[config.mk]
export PLATFORM = sky130hd
export DESIGN_NAME = llfc_queue
export DESIGN_NICKNAME = d
export VERILOG_FILES = /design/src/hw/rtl/llfc_pkg.sv /design/src/hw/rtl/llfc_queue.sv
export SDC_FILE = /design/constraint.sdc
export NUM_CORES = 1
export LEC_CHECK = 0
export ABC_AREA = 1
export BUFFER_PORTS_ARGS = -buffer_cell sky130_fd_sc_hd__buf_4
export CAP_MARGIN = 15
export CORE_UTILIZATION = 57
export CTS_CLUSTER_DIAMETER = 200
export DETAILED_ROUTE_END_ITERATION = 10
export GPL_TIMING_DRIVEN = 1
export PLACE_DENSITY = 0.87
export SLEW_MARGIN = 20
export SYNTH_ARGS = -nofsm -noshare
export SYNTH_HDL_FRONTEND = slang
export SYNTH_SLANG_ARGS = --single-unit
[constraint.sdc]
create_clock -name clk -period 2.9 [get_ports clk]
set_input_delay 0.435 -clock clk [delete_from_list [all_inputs] [get_ports clk]]
set_output_delay 0.435 -clock clk [all_outputs]
set_load 0.01 [all_outputs]
[src/hw/rtl/llfc_pkg.sv]
// shared types, constants and helpers for the layered led fade compositor
package llfc_pkg;

	localparam int PIXELS        = 64;
	localparam int COLUMN_HEIGHT = 8;
	localparam int LAYERS        = 3;

	localparam int ENTRIES     = LAYERS * PIXELS;
	localparam int PIX_W       = $clog2(PIXELS);
	localparam int LAYER_W     = (LAYERS > 1) ? $clog2(LAYERS) : 1;
	localparam int ENT_W       = $clog2(ENTRIES);
	localparam int QUEUE_DEPTH = 4;
	localparam int QUEUE_W     = $clog2(QUEUE_DEPTH);
	localparam int PADDR_W     = 4;

	localparam logic [PIX_W-1:0]   PIX_LAST   = PIX_W'(PIXELS - 1);
	localparam logic [LAYER_W-1:0] LAYER_LAST = LAYER_W'(LAYERS - 1);

	localparam logic [7:0] FADE_STEP_RESET = 8'd20;
	localparam logic [7:0] SNAP_THR_RESET  = 8'd2;

	// [2] red, [1] green, [0] blue
	typedef logic [2:0][7:0] color_t;

	typedef enum logic [1:0] {
		CMD_WRITE       = 2'd0,
		CMD_CLEAR_LAYER = 2'd1,
		CMD_CLEAR_ALL   = 2'd2,
		CMD_TICK        = 2'd3
	} cmd_code_t;

	typedef enum logic [1:0] {
		REG_FADE_ENABLE    = 2'd0,
		REG_FADE_STEP      = 2'd1,
		REG_SNAP_THRESHOLD = 2'd2
	} reg_idx_t;

	typedef enum logic [1:0] {
		ST_IDLE,
		ST_SCAN,
		ST_DRAIN,
		ST_EMIT
	} eng_state_t;

	typedef struct packed {
		logic [1:0] command;
		logic [1:0] layer;
		logic [3:0] x;
		logic [3:0] y;
		logic [7:0] red;
		logic [7:0] green;
		logic [7:0] blue;
	} req_t;

	typedef struct packed {
		logic [5:0] pixel_index;
		logic [7:0] out_red;
		logic [7:0] out_green;
		logic [7:0] out_blue;
		logic       last;
		logic       settled;
	} pix_t;

	typedef struct packed {
		cmd_code_t            kind;
		logic [LAYER_W-1:0]   layer;
		logic [PIX_W-1:0]     pix;
		color_t               color;
	} op_t;

	typedef struct packed {
		logic       fade_enable;
		logic [7:0] fade_step;
		logic [7:0] snap_threshold;
	} cfg_t;

	// serpentine column layout, odd columns run backwards, result clamped
	function automatic logic [PIX_W-1:0] map_xy(input logic [3:0] x, input logic [3:0] y);
		logic signed [9:0] off;
		logic signed [9:0] idx;
		logic [PIX_W-1:0]  res;
		if (x[0]) begin
			off = $signed(10'(COLUMN_HEIGHT - 1)) - $signed({6'b0, y});
		end else begin
			off = $signed({6'b0, y});
		end
		idx = $signed({6'b0, x}) * $signed(10'(COLUMN_HEIGHT)) + off;
		if (idx < 10'sd0) begin
			res = '0;
		end else if (idx > $signed(10'(PIXELS - 1))) begin
			res = PIX_LAST;
		end else begin
			res = idx[PIX_W-1:0];
		end
		return res;
	endfunction

endpackage

[src/hw/rtl/llfc_queue.sv]
// short op queue between decode and the engine
module llfc_queue import llfc_pkg::*; (
	input  logic clk,
	input  logic arst_n,
	input  logic push_valid,
	output logic push_ready,
	input  op_t  push_op,
	output logic pop_valid,
	input  logic pop_ready,
	output op_t  pop_op
);

	op_t                slot_q [QUEUE_DEPTH];
	logic [QUEUE_W-1:0] wr_ptr_q;
	logic [QUEUE_W-1:0] rd_ptr_q;
	logic [QUEUE_W:0]   count_q;
	logic               do_push;
	logic               do_pop;

	assign push_ready = (count_q != (QUEUE_W+1)'(QUEUE_DEPTH));
	assign pop_valid  = (count_q != '0);
	assign pop_op     = slot_q[rd_ptr_q];
	assign do_push    = push_valid && push_ready;
	assign do_pop     = pop_valid && pop_ready;

	always_ff @(posedge clk) begin
		if (do_push) begin
			slot_q[wr_ptr_q] <= push_op;
		end
	end

	always_ff @(posedge clk or negedge arst_n) begin
		if (!arst_n) begin
			wr_ptr_q <= '0;
			rd_ptr_q <= '0;
			count_q  <= '0;
		end else begin
			if (do_push) begin
				wr_ptr_q <= (wr_ptr_q == QUEUE_W'(QUEUE_DEPTH - 1)) ? '0 : wr_ptr_q + 1'b1;
			end
			if (do_pop) begin
				rd_ptr_q <= (rd_ptr_q == QUEUE_W'(QUEUE_DEPTH - 1)) ? '0 : rd_ptr_q + 1'b1;
			end
			if (do_push && !do_pop) begin
				count_q <= count_q + 1'b1;
			end else if (do_pop && !do_push) begin
				count_q <= count_q - 1'b1;
			end
		end
	end

endmodule

==> Word-level counts from Yosys, hierarchy flattened <==
Memories as Yosys holds them, arrays and structs flattened.
Cells that the tools add are included.
{ "word_totals": {"ff_bits": 7, "ramBits": 136, "input_bits": 38, "out_inout_bits": 36, "elab_cells": 25, "memories": 1} }
{ "classes": {"n_addsub": 4, "n_eq_ne": 3, "muxes": 6, "reduce_logical": 8} }
{ "memory_table": {"columns": ["memory", "depth", "width", "rd", "rd_clocked_by_memory_dff", "write_ports", "line", "text"], "rows": [
  ["slot_q", 4, 34, 1, 0, 1, "llfc_queue.sv:13", "op_t slot_q [QUEUE_DEPTH];"]
]} }
{ "ops": {"columns": ["operator", "n"], "rows": [
  ["3-bit 2-to-1 mux", 2],
  ["2-bit by 1-bit adder with 2-bit output (second input constant)", 2],
  ["2-bit == test (second input constant)", 2],
  ["1-bit logical AND", 4],
  ["2-bit 2-to-1 mux", 2],
  ["3-bit by 1-bit adder with 3-bit output (second input constant)", 1],
  ["3-bit inequality test (second input constant)", 1],
  ["3-bit nonzero test", 1],
  ["3-bit by 1-bit subtractor with 3-bit output (second input constant)", 1],
  ["1-bit logical NOT", 2],
  ["1-bit 2-to-1 mux", 2],
  ["2-bit nonzero test", 1]
]} }

==> Longest topological paths before layout <==
{ "logic_depth": {"word_depth": 6, "mapped_depth": 12, "ltp_nobuf": 12} }

==> Worst setup path before layout <==
Ideal clock, no wire load.
{ "synth_path": {"path_kind": "reg2reg", "start": "register count_q[0]", "end": "memory slot_q[0][0] (netlist bit), enable pin", "t_arrival_ns": 2.261, "setup_slack_ns": 0.213, "path_stages_with_launch": 5, "path_buffers": 0, "cell_sequence": "dfrtp_1 -> inv_1 -> nand3_1 -> nand2_1 -> nor2_1"} }
{ "synth_between": {"elab_chain_len": 4} }
{ "synth_rtl": {"columns": ["element", "line", "text"], "rows": [
  ["start, declared", "llfc_queue.sv:16", "logic [QUEUE_W:0] count_q;"],
  ["start signal, assigned", "llfc_queue.sv:45", "count_q <= count_q + 1'b1;"],
  ["start signal, assigned", "llfc_queue.sv:47", "count_q <= count_q - 1'b1;"],
  ["3-bit inequality test", "llfc_queue.sv:20", "assign push_ready = (count_q != (QUEUE_W+1)'(QUEUE_DEPTH));"],
  ["net push_ready", "llfc_queue.sv:6", "output logic push_ready,"],
  ["1-bit logical AND", "llfc_queue.sv:23", "assign do_push = push_valid && push_ready;"],
  ["1-bit 2-to-1 mux", "llfc_queue.sv:27", "if (do_push) begin"],
  ["1-bit 2-to-1 mux (implied by the code)", "llfc_queue.sv:28", "slot_q[wr_ptr_q] <= push_op;"],
  ["end, declared", "llfc_queue.sv:13", null]
]} }
The timed path passes the listed nets, and every way through them passes these cells.

==> impl_metrics.env <==
export IMPL_status="finished clean"
export IMPL_startpoint_type="flip-flop"
export IMPL_wl_mm=12.8
export IMPL_clockBufferDepth=2
export IMPL_top_layer_used="met4"
export IMPL_cp_data_required_time_ns=2.47
export IMPL_num_vias=3784
export IMPL_cp_data_arrival_time_ns=2.10
export IMPL_drive_above_1_share_pct=21.4
export IMPL_yosysMostFrequentCell="edfxtp_1"
export IMPL_cp_max_fo=46
export IMPL_first_pass_iters=5
export IMPL_wl_met1_mm=4.94
export IMPL_drt_initial_drc_count=325
export IMPL_muxShareOfSynthArea_pct=0
export IMPL_relSlewSlack_pct=52.9
export IMPL_antenna_found_initial=0
export IMPL_path_cells="buf_4, nand2_1, o211ai_1, nand2_1, buf_4"
export IMPL_cts_tree="yes"
export IMPL_grt_pass1_wl_mm=19.2
export IMPL_grt_pass1_vias=3741
export IMPL_maxSlewViolCount=0
export IMPL_hold_path_class="input pin to flip-flop"
export IMPL_rsz0062_at_grt="no"
export IMPL_r2r_cells=9
export IMPL_rr_startpoint="count_q[0]$_DFFE_PN0P_"
export IMPL_ys_seq_area_share_pct=73.3
export IMPL_tightest_slew_ns=0.706
export IMPL_ys_async_sr_fraction_pct=4.90
export IMPL_yosys_warnings=0
export IMPL_hold_depth=1
export IMPL_finalHoldViolations=0
export IMPL_h_tree_depth=4
export IMPL_ant_nets=0
export IMPL_synth_xor_area_share_pct=0.151
export IMPL_core_um2=9820
export IMPL_wl_met2_mm=6.72
export IMPL_fin_worst_skew_ns=0.00727
export IMPL_yosys_top_cells_area="edfxtp_1 (70%), o211ai_1 (8.8%), nand2_1 (7.6%)"
export IMPL_slowest_stage="dfrtp_4"
export IMPL_vdd_ir_drop_worst_uv=747
export IMPL_worst_setup_path_end_kind="output port"
export IMPL_period_share_pct=87.3
export IMPL_crit_type="flip-flop to output port"
export IMPL_synth_cells=455
export IMPL_drc=0
export IMPL_power_uw=7630
export IMPL_nFillCells=612
export IMPL_synthTopCellsByCount="edfxtp_1 (136), nand2_1 (117), inv_1 (81)"
export IMPL_synthesis_area_um2=5810
export IMPL_startpoint="rd_ptr_q[0]$_DFFE_PN0P_"
export IMPL_routed_wl_met3_um=884
export IMPL_cts_buffers=17
export IMPL_viasPerCell=5.53
export IMPL_max_freq_mhz=395
export IMPL_synthFlopType="edfxtp_1"
export IMPL_wire_per_inst_um=18.7
export IMPL_n_antenna_cell=0
export IMPL_power_leakage_uw=0.00290
export IMPL_grt_max_degree=90
export IMPL_synth_top_family_by_area="compound AO/OA/AOI/OAI gates"
export IMPL_portBuffers=73
export IMPL_grtUsageTotal_pct=25.7
export IMPL_yosysUniqueCellTypes=16
export IMPL_io_pins=74
export IMPL_tns_ns=0
export IMPL_synth_area_per_cell_um2=12.8
export IMPL_cts_sinks=143
export IMPL_clkSlewWorstSetupHoldPaths_ns=0.06
export IMPL_min_delay_start="push_op[6]"
export IMPL_maxCapViolCount=0
export IMPL_area_growth_pct=22.9
export IMPL_synth_compound_area_share_pct=8.87
export IMPL_die_area_um2=10600
export IMPL_clock_latency_ns=0.51
export IMPL_start_util_pct=59.2
export IMPL_die_width_um=103
export IMPL_globalRoute_totalOverflow=0
export IMPL_dpl_hpwl_mm=7.12
export IMPL_setup_viol_count_final=0
export IMPL_power_density_nw_per_um2=1070
export IMPL_syn_nets=500
export IMPL_synth_edf_count=136
export IMPL_synth_simple_gate_area_share_pct=8.65
export IMPL_synth_seq_cells=143
export IMPL_min_period_ns=2.53
export IMPL_row_count=36
export IMPL_synth_adder_area_share_pct=1.64
export IMPL_cts_root_buf="clkbuf_8"
export IMPL_die_y_um=103
export IMPL_synth_top_area_share_pct=70.3
export IMPL_max_stage_delay_ns=0.76
export IMPL_yosysTopAreaCell="edfxtp_1"
export IMPL_nets=583
export IMPL_routabilityCongestion=0.798
==> report_power, final <==
group	switching, uW	internal [uW]
combinational	1570	1040
clock	761	1290
sequential	236	2730
total	2570	5060
==> flip-flops by register name (all words and copies together), names as in the netlist <==
name and cells:
count_q 3, rd_ptr_q 2, wr_ptr_q 2, slot_q 136
==> final cells by class <==
cell class              instances  area (um^2)  area share (%)
well taps                     133          166            2.33
flip-flops and latches        143         4260            59.7
multi-input cells             208         1150            16.1
clock inverters                13          146            2.05
repair buffers                 86          686            9.60
clock buffers                  19          422            5.90
inverters                      82          308            4.31
==> routing by layer <==
| metal | GRT usage (%) | vias up |
|---|---|---|
| met3 | 7.86 | 20 |
| met2 | 43.0 | 168 |
| li1 | - | 1737 |
| met5 | 0 | - |
| met1 | 31.3 | 1859 |
| met4 | 10.3 | 0 |
==> cells by family (layout without fill, tap and decap cells) <==
logic type	after synthesis	in the layout
fa+ha+maj	7	7
flops	143	143
xor+xnor	1	1
buf+inv	104	200
simple gates	131	131
compound gates	69	69
==> placed cells by master (no fill, tap or decap), drive strengths merged <==
master	instances
buf	85
bufinv	3
clkbuf	19
clkinv	6
clkinvlp	4
dfrtp	7
dlygate4sd3	1
edfxtp	136
fa	1
ha	6
inv	82
nand2	117
nand3	7
nand4	1
nor2	6
o211ai	68
o21ai	1
xnor2	1
==> path summary, 6_finish.rpt <==
kind / slack, ns / endpoint
max: 0.37 / pop_op[10]
min: 0.12 / slot_q[1][6]$_DFFE_PP_
max reg2reg: 0.63 / count_q[1]$_DFFE_PN0P_
min reg2reg: 0.50 / count_q[2]$_DFFE_PN0P_
max in group asynchronous: 2.50 / rd_ptr_q[0]$_DFFE_PN0P_
min in group asynchronous: 0.26 / rd_ptr_q[0]$_DFFE_PN0P_
==> what timing repair did <==
item,4_1_cts,5_1_grt
hold endpoints to repair,7,0
hold buffers,1,0
resized for setup,0,0
buffers inserted,0,1
endpoints found under the setup margin,0,2
==> metrics by stage <==
stage	hold WS (ns)	setup slack (ns)	cell area [um^2]	cells	util, %
2_1_floorplan	0.139	0.213	5810	455	-
3_3_place_gp	0.251	0.802	6550	650	66.7
3_5_place_dp	0.255	0.727	6550	650	66.7
4_1_cts	0.0949	0.130	7120	683	72.5
5_1_grt	0.0924	0.269	7140	684	72.7
6_report	0.117	0.369	7140	684	72.7
==> worst max-delay path: cells and delay by family, from the launching register on <==
kind | cells | cell delay, ns
and+or+nand+nor | 2 | 0.21
AOI/OAI and AO/OA | 1 | 0.12
DFF | 1 | 0.76
buffers and inverters | 2 | 0.46
Note: power is estimated with default switching activity, not from simulation.
