--- src/hw/rtl/llfc_pkg.sv ---
// shared types, constants and helpers for the layered led fade compositor
package llfc_pkg;

	localparam int PIXELS        = 64;
	localparam int COLUMN_HEIGHT = 8;
	localparam int LAYERS        = 3;

	localparam int ENTRIES     = LAYERS * PIXELS;
	localparam int PIX_W       = $clog2(PIXELS);
	localparam int LAYER_W     = (LAYERS > 1) ? $clog2(LAYERS) : 1;
	localparam int ENT_W       = $clog2(ENTRIES);
	localparam int QUEUE_DEPTH = 4;
	localparam int QUEUE_W     = $clog2(QUEUE_DEPTH);
	localparam int PADDR_W     = 4;

	localparam logic [PIX_W-1:0]   PIX_LAST   = PIX_W'(PIXELS - 1);
	localparam logic [LAYER_W-1:0] LAYER_LAST = LAYER_W'(LAYERS - 1);

	localparam logic [7:0] FADE_STEP_RESET = 8'd20;
	localparam logic [7:0] SNAP_THR_RESET  = 8'd2;

	// [2] red, [1] green, [0] blue
	typedef logic [2:0][7:0] color_t;

	typedef enum logic [1:0] {
		CMD_WRITE       = 2'd0,
		CMD_CLEAR_LAYER = 2'd1,
		CMD_CLEAR_ALL   = 2'd2,
		CMD_TICK        = 2'd3
	} cmd_code_t;

	typedef enum logic [1:0] {
		REG_FADE_ENABLE    = 2'd0,
		REG_FADE_STEP      = 2'd1,
		REG_SNAP_THRESHOLD = 2'd2
	} reg_idx_t;

	typedef enum logic [1:0] {
		ST_IDLE,
		ST_SCAN,
		ST_DRAIN,
		ST_EMIT
	} eng_state_t;

	typedef struct packed {
		logic [1:0] command;
		logic [1:0] layer;
		logic [3:0] x;
		logic [3:0] y;
		logic [7:0] red;
		logic [7:0] green;
		logic [7:0] blue;
	} req_t;

	typedef struct packed {
		logic [5:0] pixel_index;
		logic [7:0] out_red;
		logic [7:0] out_green;
		logic [7:0] out_blue;
		logic       last;
		logic       settled;
	} pix_t;

	typedef struct packed {
		cmd_code_t            kind;
		logic [LAYER_W-1:0]   layer;
		logic [PIX_W-1:0]     pix;
		color_t               color;
	} op_t;

	typedef struct packed {
		logic       fade_enable;
		logic [7:0] fade_step;
		logic [7:0] snap_threshold;
	} cfg_t;

	// serpentine column layout, odd columns run backwards, result clamped
	function automatic logic [PIX_W-1:0] map_xy(input logic [3:0] x, input logic [3:0] y);
		logic signed [9:0] off;
		logic signed [9:0] idx;
		logic [PIX_W-1:0]  res;
		if (x[0]) begin
			off = $signed(10'(COLUMN_HEIGHT - 1)) - $signed({6'b0, y});
		end else begin
			off = $signed({6'b0, y});
		end
		idx = $signed({6'b0, x}) * $signed(10'(COLUMN_HEIGHT)) + off;
		if (idx < 10'sd0) begin
			res = '0;
		end else if (idx > $signed(10'(PIXELS - 1))) begin
			res = PIX_LAST;
		end else begin
			res = idx[PIX_W-1:0];
		end
		return res;
	endfunction

endpackage

--- src/hw/rtl/llfc_front.sv ---
// request decode: drops out-of-range layer ops and maps coordinates
module llfc_front import llfc_pkg::*; (
	input  logic req_valid,
	output logic req_ready,
	input  req_t req,
	output logic push_valid,
	input  logic push_ready,
	output op_t  push_op
);

	cmd_code_t kind;
	logic      layer_ok;
	logic      keep;

	always_comb begin
		kind     = cmd_code_t'(req.command);
		layer_ok = ({1'b0, req.layer} < 3'(LAYERS));
		unique case (kind)
			CMD_WRITE, CMD_CLEAR_LAYER: keep = layer_ok;
			CMD_CLEAR_ALL, CMD_TICK:    keep = 1'b1;
		endcase
	end

	always_comb begin
		push_op.kind  = kind;
		push_op.layer = req.layer[LAYER_W-1:0];
		push_op.pix   = map_xy(req.x, req.y);
		push_op.color = {req.red, req.green, req.blue};
	end

	assign req_ready  = push_ready;
	assign push_valid = req_valid && keep;

endmodule

--- config.mk ---
export PLATFORM = sky130hd
export DESIGN_NAME = llfc_front
export DESIGN_NICKNAME = d
export VERILOG_FILES = /design/src/hw/rtl/llfc_pkg.sv /design/src/hw/rtl/llfc_front.sv
export SDC_FILE = /design/constraint.sdc
export NUM_CORES = 1
export LEC_CHECK = 0
export ABC_AREA = 1
export ABC_CLOCK_PERIOD_IN_PS = 1400
export BUFFER_PORTS_ARGS = -buffer_cell sky130_fd_sc_hd__clkbuf_2
export CAP_MARGIN = 20
export CORE_MARGIN = 2
export CORE_UTILIZATION = 25
export DETAILED_ROUTE_END_ITERATION = 12
export PLACE_DENSITY = 0.77
export SYNTH_ARGS = -nofsm -noshare
export SYNTH_HDL_FRONTEND = slang
export SYNTH_SLANG_ARGS = --single-unit
--- constraint.sdc ---
create_clock -name vclk -period 1.4
set_input_delay 0.42 -clock vclk [all_inputs]
set_output_delay 0.42 -clock vclk [all_outputs]
set_load 0.03 [all_outputs]
# ---- Word level (Yosys, flattened, before mapping)
# Cells that the tools add are included.
dict set report totals {
  regBits 0
  latchBits 0
  mem_bits_rw 0
  mem_bits_ro 0
  input_bits 38
  out_inout_bits 36
  elab_cells 16
  mem_count 0
}
dict set report op_classes {
  add_sub_neg 2
  n_mul 0
  div_mod_pow 0
  order_cmp 3
  n_eq_ne 3
  n_shift 0
  mux 4
  bitwise_logic 0
  n_reduce_logical 4
}
# op count
set ops {}
lappend ops {{6-bit 2-to-1 mux} 2}
lappend ops {{8-bit by 10-bit adder with 10-bit output} 1}
lappend ops {{10-bit by 7-bit > comparator with 1-bit output, second input constant} 1}
lappend ops {{10-bit by 1-bit less-than comparator with 1-bit output, second input constant} 1}
lappend ops {{10-bit 2-to-1 mux} 1}
lappend ops {{3-bit by 4-bit subtractor with 5-bit output, first input constant} 1}
lappend ops {{2-bit equality test, second input constant} 2}
lappend ops {{2-bit OR reduction} 2}
lappend ops {{2-bit by 1-bit equality test with 1-bit output, second input constant} 1}
lappend ops {{2-bit zero test} 1}
lappend ops {{2-bit less-than comparator, second input constant} 1}
lappend ops {{1-bit case mux with 2 select lines} 1}
lappend ops {{1-bit logical AND} 1}

# ---- Logic depth before layout (Yosys ltp)
# Gate-level depths: netlist of run 1.
dict set report logic_depth {
  depth_word 6
  mapped_depth 5
  ltp_nobuf 5
}

# ---- Worst setup path before layout of run 1
# OpenSTA, ideal clock, no wires.
dict set report synth_path {
  path_type {input-to-output}
  startpoint {input port req[27] (netlist bit)}
  endpoint {output port push_op[24] (netlist bit)}
  t_arrival_ns 1.182
  required_ns 0.980
  setup_slack_ns -0.202
  cell_stages 4
  n_path_buf 0
  path_cell_list {ha_1 nand3_1 nand2_4 a21oi_2}
}
# element line_no
set synth_rtl {}
lappend synth_rtl {{from (decl)} llfc_front.sv:5} ;# input req_t req,
lappend synth_rtl {{to (decl)} llfc_front.sv:8} ;# output op_t push_op

==> summary.md, run 1 <==
* 781 microns — final wirelength
* 321 — vias in the first global route
* 0 — CTS hold repair buffers
* 0.000122 W — cell-internal power
* 52.7% — share of the synthesized area in the top cell type
* 6 — Setup Viol. Count Final
* 598 MHz — Fmax achieved
* sky130_fd_sc_hd__buf_4 53%, sky130_fd_sc_hd__a21oi_2 13%, sky130_fd_sc_hd__nand2_1 9.1% — top cells by area, synth
* clkbuf_16 > ha_4 > inv_4 > a21oi_4 > buf_12 > a21oi_4 > buf_8 — critical path cell sequence
* 52.4% — switching share of total power
* 0 sq um — area used by sequential logic in the layout
* 1 — number of design-rule violations left by the first detailed-router iteration
* 0 — ANT nets after route
* 657 microns — hpwl dp
* 74 — boundary pin count
* sky130_fd_sc_hd__clkbuf_2 — most common cell after layout, fill and taps aside
* 0.266 nW — static leakage power
* output port — capturing element type of the critical path
* 0% — post-synthesis sequential area ratio
* 119% — final clock period utilization by the worst path
* 172 ps — transition time at the pin with the least slew margin
* input pin — startpoint type of the worst setup path
* 319 — total via count in the routed design
* buffers and inverters — cell family with most CP delay
* 0.00152 sq mm — Core Area
* 0.000135 W — Switching Power
* 88.6% — Max-slew headroom
* 0.560 — Placer Congestion
* 101 — syn nets
* sky130_fd_sc_hd__a21oi_4 — Top cell by count, worst path
* 68.4% — share of post-route cells with drive strength above 1
* 0 — GRT Residual Overflow
* 0 — layout clock buffer count
* 0 — synth warn
* 0 — final hold violations
* 44.6 microns — die height
* 476 mW/mm^2 — cell area power density
* setup timing — failing checks
* finished, violations left — status
* 5 — highest fanout seen on the critical path
* 0 — antenna violations before repair
* 4.37 — number of vias per cell
* 1670 ps — Period minus WS final
* 0% — Seq pwr share
* -271 ps — post-route worst setup slack
* 7.97% — gr usage total
* 22 — port buffer count
* 980 ps — data required time at the worst endpoint
* 0 — count of inserted antenna diode cells
* 0 — count of flip-flops and latches
* 14 — FP Rows
* 99 — Nets
* 4 — CP Buf/Inv Count
* 0 — Pins Over Slew Limit
* 0.117 mV — worst vdd rail ir drop
* 1260 microns — wire length of the first global-routing pass
* 3 — TritonRoute pass-1 iters
* -505 ps — DP Worst Slack
* 11 — Distinct cells, synth
* 6.77 sq um — syn avg cell area
* yes — RSZ-0062 raised after global routing
* 30.6% — area delta synth->final
* 44.6 microns — DIE WIDTH
* 413 sq um — post-synthesis instance area
* 14 x sky130_fd_sc_hd__clkbuf_2, 10 x sky130_fd_sc_hd__nand2_1, 7 x sky130_fd_sc_hd__a21oi_4, 7 x sky130_fd_sc_hd__inv_1, 6 x sky130_fd_sc_hd__buf_8 — commonest cells after routing, fill and taps aside
* input pin to output port — classification of the worst setup path
* 1250 ps — data arrival time of the worst path
* 7 — pin count of the biggest net entering global routing
* 0.00199 sq mm — floorplan die area
* sky130_fd_sc_hd__buf_4 — Yosys top cell by area
* 27.1% — starting density of the core
* 100.0% — part of the power in combinational logic
* 160 ps — maximum cell stage delay along the critical path
* sky130_fd_sc_hd__ha_4 — library cell contributing the largest single delay on the critical path
* 10.7 microns — DR WL/cell
* 0 — number of violations of the max-capacitance limit
* 0% — portion of total power attributed to the clock network
* 0.000257 W — Total Power
* 0 — post-detailed-route DRC marker count
* input pin to output port — path category of the worst min-delay check
* 61 — Mapped Cells
==> repair_timing <==
action,in CTS,in global routing
pin swaps,9,1
buffers inserted,2,0
endpoints found under the setup margin,6,6
gates resized for setup,20,6
==> cells in the mapped netlist, drive strengths merged <==
| cell type | n |
|---|---|
| o21a | 1 |
| inv | 9 |
| a21oi | 7 |
| nand3 | 1 |
| buf | 29 |
| ha | 2 |
| nand2 | 12 |
==> power groups by stage <==
stage | clock, W | sequential, W | combinational (W)
global placement | 0 | 0 | 0.000185
global route | 0 | 0 | 0.000272
detailed placement | 0 | 0 | 0.000190
CTS | 0 | 0 | 0.000247
finish | 0 | 0 | 0.000257
floorplan | 0 | 0 | 0.000277
==> area by class of cell <==
cell class | count | area (sq um)
fillers | 164 | 985
multi-input cells | 23 | 245
repair buffers | 25 | 238
inverters | 9 | 36.3
well taps | 16 | 20.0
==> routing by layer <==
metal | vias up | share of wire (%) | GRT usage, % | wire length [microns]
met5 | - | 0 | 0 | 0
met3 | 4 | 13 | 1.63 | 102
met2 | 18 | 59 | 17.4 | 457
li1 | 148 | - | - | -
met4 | 0 | 1.3 | 4.24 | 10
met1 | 149 | 27 | 6.02 | 211
==> path summary, 6_finish.rpt <==
kind    start           to  slack (ps)  cells after the start
min    req[6]   push_op[6]         840                      0
max   req[28]  push_op[24]        -270                      7
==> logic make-up (layout without fill, tap and decap cells) <==
logic type	Yosys count	in the layout	share of synthesized area, %
adders and majority gates	2	2	6.06
buffers and inverters	38	34	60.9
and+or+nand+nor	13	13	14.5
AOI/OAI and AO/OA	8	8	18.5
==> metrics by stage <==
| step | instance area (sq um) | TNS (ps) | utilization (%) | hold WS, ps | instances |
|---|---|---|---|---|---|
| floorplan | 483 | -825 | - | 972 | 61 |
| global placement | 403 | -2850 | 26.4 | 840 | 71 |
| detailed placement | 403 | -3000 | 26.4 | 840 | 71 |
| CTS | 532 | -1690 | 34.9 | 840 | 73 |
| global route | 539 | -1770 | 35.4 | 840 | 73 |
| finish | 539 | -1570 | 35.4 | 840 | 73 |
No activity file was read; power rests on OpenSTA's default activity.
==> run 2, diff against run 1 <==
--- a/config.mk
+++ b/config.mk
@@ -6,13 +6,13 @@
 export NUM_CORES = 1
 export LEC_CHECK = 0
 export ABC_AREA = 1
-export ABC_CLOCK_PERIOD_IN_PS = 1400
+export ABC_CLOCK_PERIOD_IN_PS = 1750
 export BUFFER_PORTS_ARGS = -buffer_cell sky130_fd_sc_hd__clkbuf_2
 export CAP_MARGIN = 20
 export CORE_MARGIN = 2
-export CORE_UTILIZATION = 25
+export CORE_UTILIZATION = 28
 export DETAILED_ROUTE_END_ITERATION = 12
-export PLACE_DENSITY = 0.77
+export PLACE_DENSITY = 0.81
 export SYNTH_ARGS = -nofsm -noshare
 export SYNTH_HDL_FRONTEND = slang
 export SYNTH_SLANG_ARGS = --single-unit
==> constraint.sdc (replaced) <==
create_clock -name vclk -period 1.75
set_input_delay 0.525 -clock vclk [all_inputs]
set_output_delay 0.525 -clock vclk [all_outputs]
set_load 0.03 [all_outputs]
==> run 2 against run 1 <==
  * The run still ends with setup timing left
  * Hold slack better by 210 ps
  * Largest cell class is now non-clock buffers
  * Count of clock-buffer cells in the layout unchanged
  * Largest power group unchanged
  * Via count down 4.1%
  * Total power shrank 36%
  * First-iteration DRC count rose by 100%
  * Utilization shrank 2.0 points
  * Combinational power decreased by 36%
  * Setup slack gained 140 ps
  * Cell count is 4.1% lower
==> summary.md, run 2 (same netlist as run 1, synthesis figures left out) <==
* 10.1 microns — DR WL/cell, -5.9%
* 0 — count of inserted antenna diode cells, unchanged
* 0 — antenna violations before repair, unchanged
* 70 — Final Non-Filler Cells, -4.1%
* 0 sq um — area used by sequential logic in the layout, unchanged
* 0.0000897 W — Switching Power, -33%
* 8.41% — gr usage total, +0.44 points
* 260 ps — maximum cell stage delay along the critical path, +100 ps
* 0 — final hold violations, unchanged
* 70 — placed cells, -1.4%
* 0.662 — Placer Congestion, +18%
* 1360 ps — data arrival time of the worst path, +110 ps
* 531 MHz — Fmax achieved
* 0 — Pins Over Slew Limit, unchanged
* 705 microns — final wirelength, -9.7%
* -133 ps — post-route worst setup slack, +138 ps
* 445 sq um — area of all placed cells without fillers, -17%
* 42.4 microns — die height, -5.0%
* 332 sq um — placed instance area, -18%
* 108% — final clock period utilization by the worst path
* 97 — Nets, -2.0%
* 0 — layout clock buffer count, unchanged
* 13 — FP Rows, -1
* 1270 microns — wire length of the first global-routing pass, +0.55%
* 2 — number of design-rule violations left by the first detailed-router iteration, +1
* 0 — GRT Residual Overflow, unchanged
* 0 — number of violations of the max-capacitance limit, unchanged
* setup timing — failing checks
* 2 — TritonRoute pass-1 iters, -1
* 7 — pin count of the biggest net entering global routing, unchanged
* 0.00180 sq mm — floorplan die area, -9.8%
* 302 — vias in the first global route, -5.9%
* 0 — ANT nets after route, unchanged
* clkbuf_16 > ha_4 > a21oi_4 > a21oi_2 > clkbuf_8 — critical path cell sequence
* sky130_fd_sc_hd__a21oi_4 — library cell contributing the largest single delay on the critical path
* 42.4 microns — DIE WIDTH, -5.0%
* 100.0% — part of the power in combinational logic, about the same
* 0 — post-detailed-route DRC marker count, unchanged
* 0.238 nW — static leakage power, -10%
* 2 — CP Buf/Inv Count, -2
* 1220 ps — data required time at the worst endpoint, +240 ps
* 603 microns — hpwl dp, -8.2%
* 259 ps — transition time at the pin with the least slew margin, +87.3 ps
* input pin — startpoint type of the worst setup path
* 0 — worst hold path stage count, unchanged
* 1880 ps — Period minus WS final
* 1050 ps — worst hold slack after final layout, +210 ps
* 14 x sky130_fd_sc_hd__clkbuf_2, 10 x sky130_fd_sc_hd__nand2_1, 7 x sky130_fd_sc_hd__inv_1, 7 x sky130_fd_sc_hd__clkbuf_8, 6 x sky130_fd_sc_hd__a21oi_2 — commonest cells after routing, fill and taps aside
* yes — RSZ-0062 raised after global routing
* 0.00133 sq mm — Core Area, -12%
* 0.0000744 W — cell-internal power, -39%
* input pin to output port — classification of the worst setup path
* req[18] — source of the worst hold timing path
* 191 sq um — footprint of the multi-input gates, -22%
* 149 — fillcell total, -9.1%
* 0 — count of flip-flops and latches, unchanged
* push_op[18] — Hold Path Sink
* 67.3% — share of post-route cells with drive strength above 1, -1.1 points
* output port — capturing element type of the critical path
* 0% — portion of total power attributed to the clock network, unchanged
* 31.0% — starting density of the core, +3.9 points
* input pin to output port — path category of the worst min-delay check
* 0.000164 W — Total Power, -36%
* 82.7% — Max-slew headroom, -5.9 points
* 0.142 mV — worst vdd rail ir drop, +22%
* 4.37 — number of vias per cell, about the same
* 368 mW/mm^2 — cell area power density, -23%
* 0% — Seq pwr share, unchanged
* 54.7% — switching share of total power, +2.3 points
* 306 — total via count in the routed design, -4.1%
* sky130_fd_sc_hd__clkbuf_2 — most common cell after layout, fill and taps aside
* 6 — Setup Viol. Count Final, unchanged
* 0 — CTS hold repair buffers, unchanged
* compound AO/OA/AOI/OAI gates — cell family with most CP delay
* 6 — highest fanout seen on the critical path, +1
* 74 — boundary pin count, unchanged
* 7.88% — area delta synth->final
* 22 — port buffer count, unchanged
* finished, violations left — status
* 0 — setup bufs post-CTS, -2
* -217 ps — DP Worst Slack, +287 ps
==> run 2: stage by stage <==
stage	setup TNS [ps]	utilization [%]
6_report	-741	33.4
4_1_cts	-765	33.0
5_1_grt	-1030	33.4
3_5_place_dp	-1240	24.9
2_1_floorplan	-371	-
3_3_place_gp	-1190	24.9
==> run 2: worst max path at each step <==
stage / startpoint / end / slack, ps / cells after the start
2_1_floorplan: req[27] / push_op[24] / -60 / 4
3_3_place_gp: req[27] / push_op[24] / -200 / 6
3_5_place_dp: req[28] / push_op[25] / -220 / 6
4_1_cts: req[28] / push_op[25] / -140 / 6
5_1_grt: req[28] / push_op[26] / -180 / 5
6_report: req[28] / push_op[26] / -130 / 5
==> run 2: what timing repair did <==
action	CTS	global route
endpoints found under the setup margin	6	6
pin swaps	3	3
gates resized for setup	22	1
==> run 2: final cells by class <==
type	instances	share of cell area [%]
repair buffers	23	44.7
inverters	9	8.15
multi-input cells	23	43.0
well taps	15	4.21
==> run 2: metal layers <==
layer,global-route usage [%],wire [microns]
met5,0,0
met2,13.5,312
met1,8.86,236
met4,5.00,34
met3,3.88,122
==> run 2: power groups by stage <==
stage	Clock (W)	Sequential [W]	Combinational, W
after floorplan	0	0	0.000201
after global placement	0	0	0.000125
after detailed placement	0	0	0.000127
after CTS	0	0	0.000164
after global routing	0	0	0.000176
final	0	0	0.000164
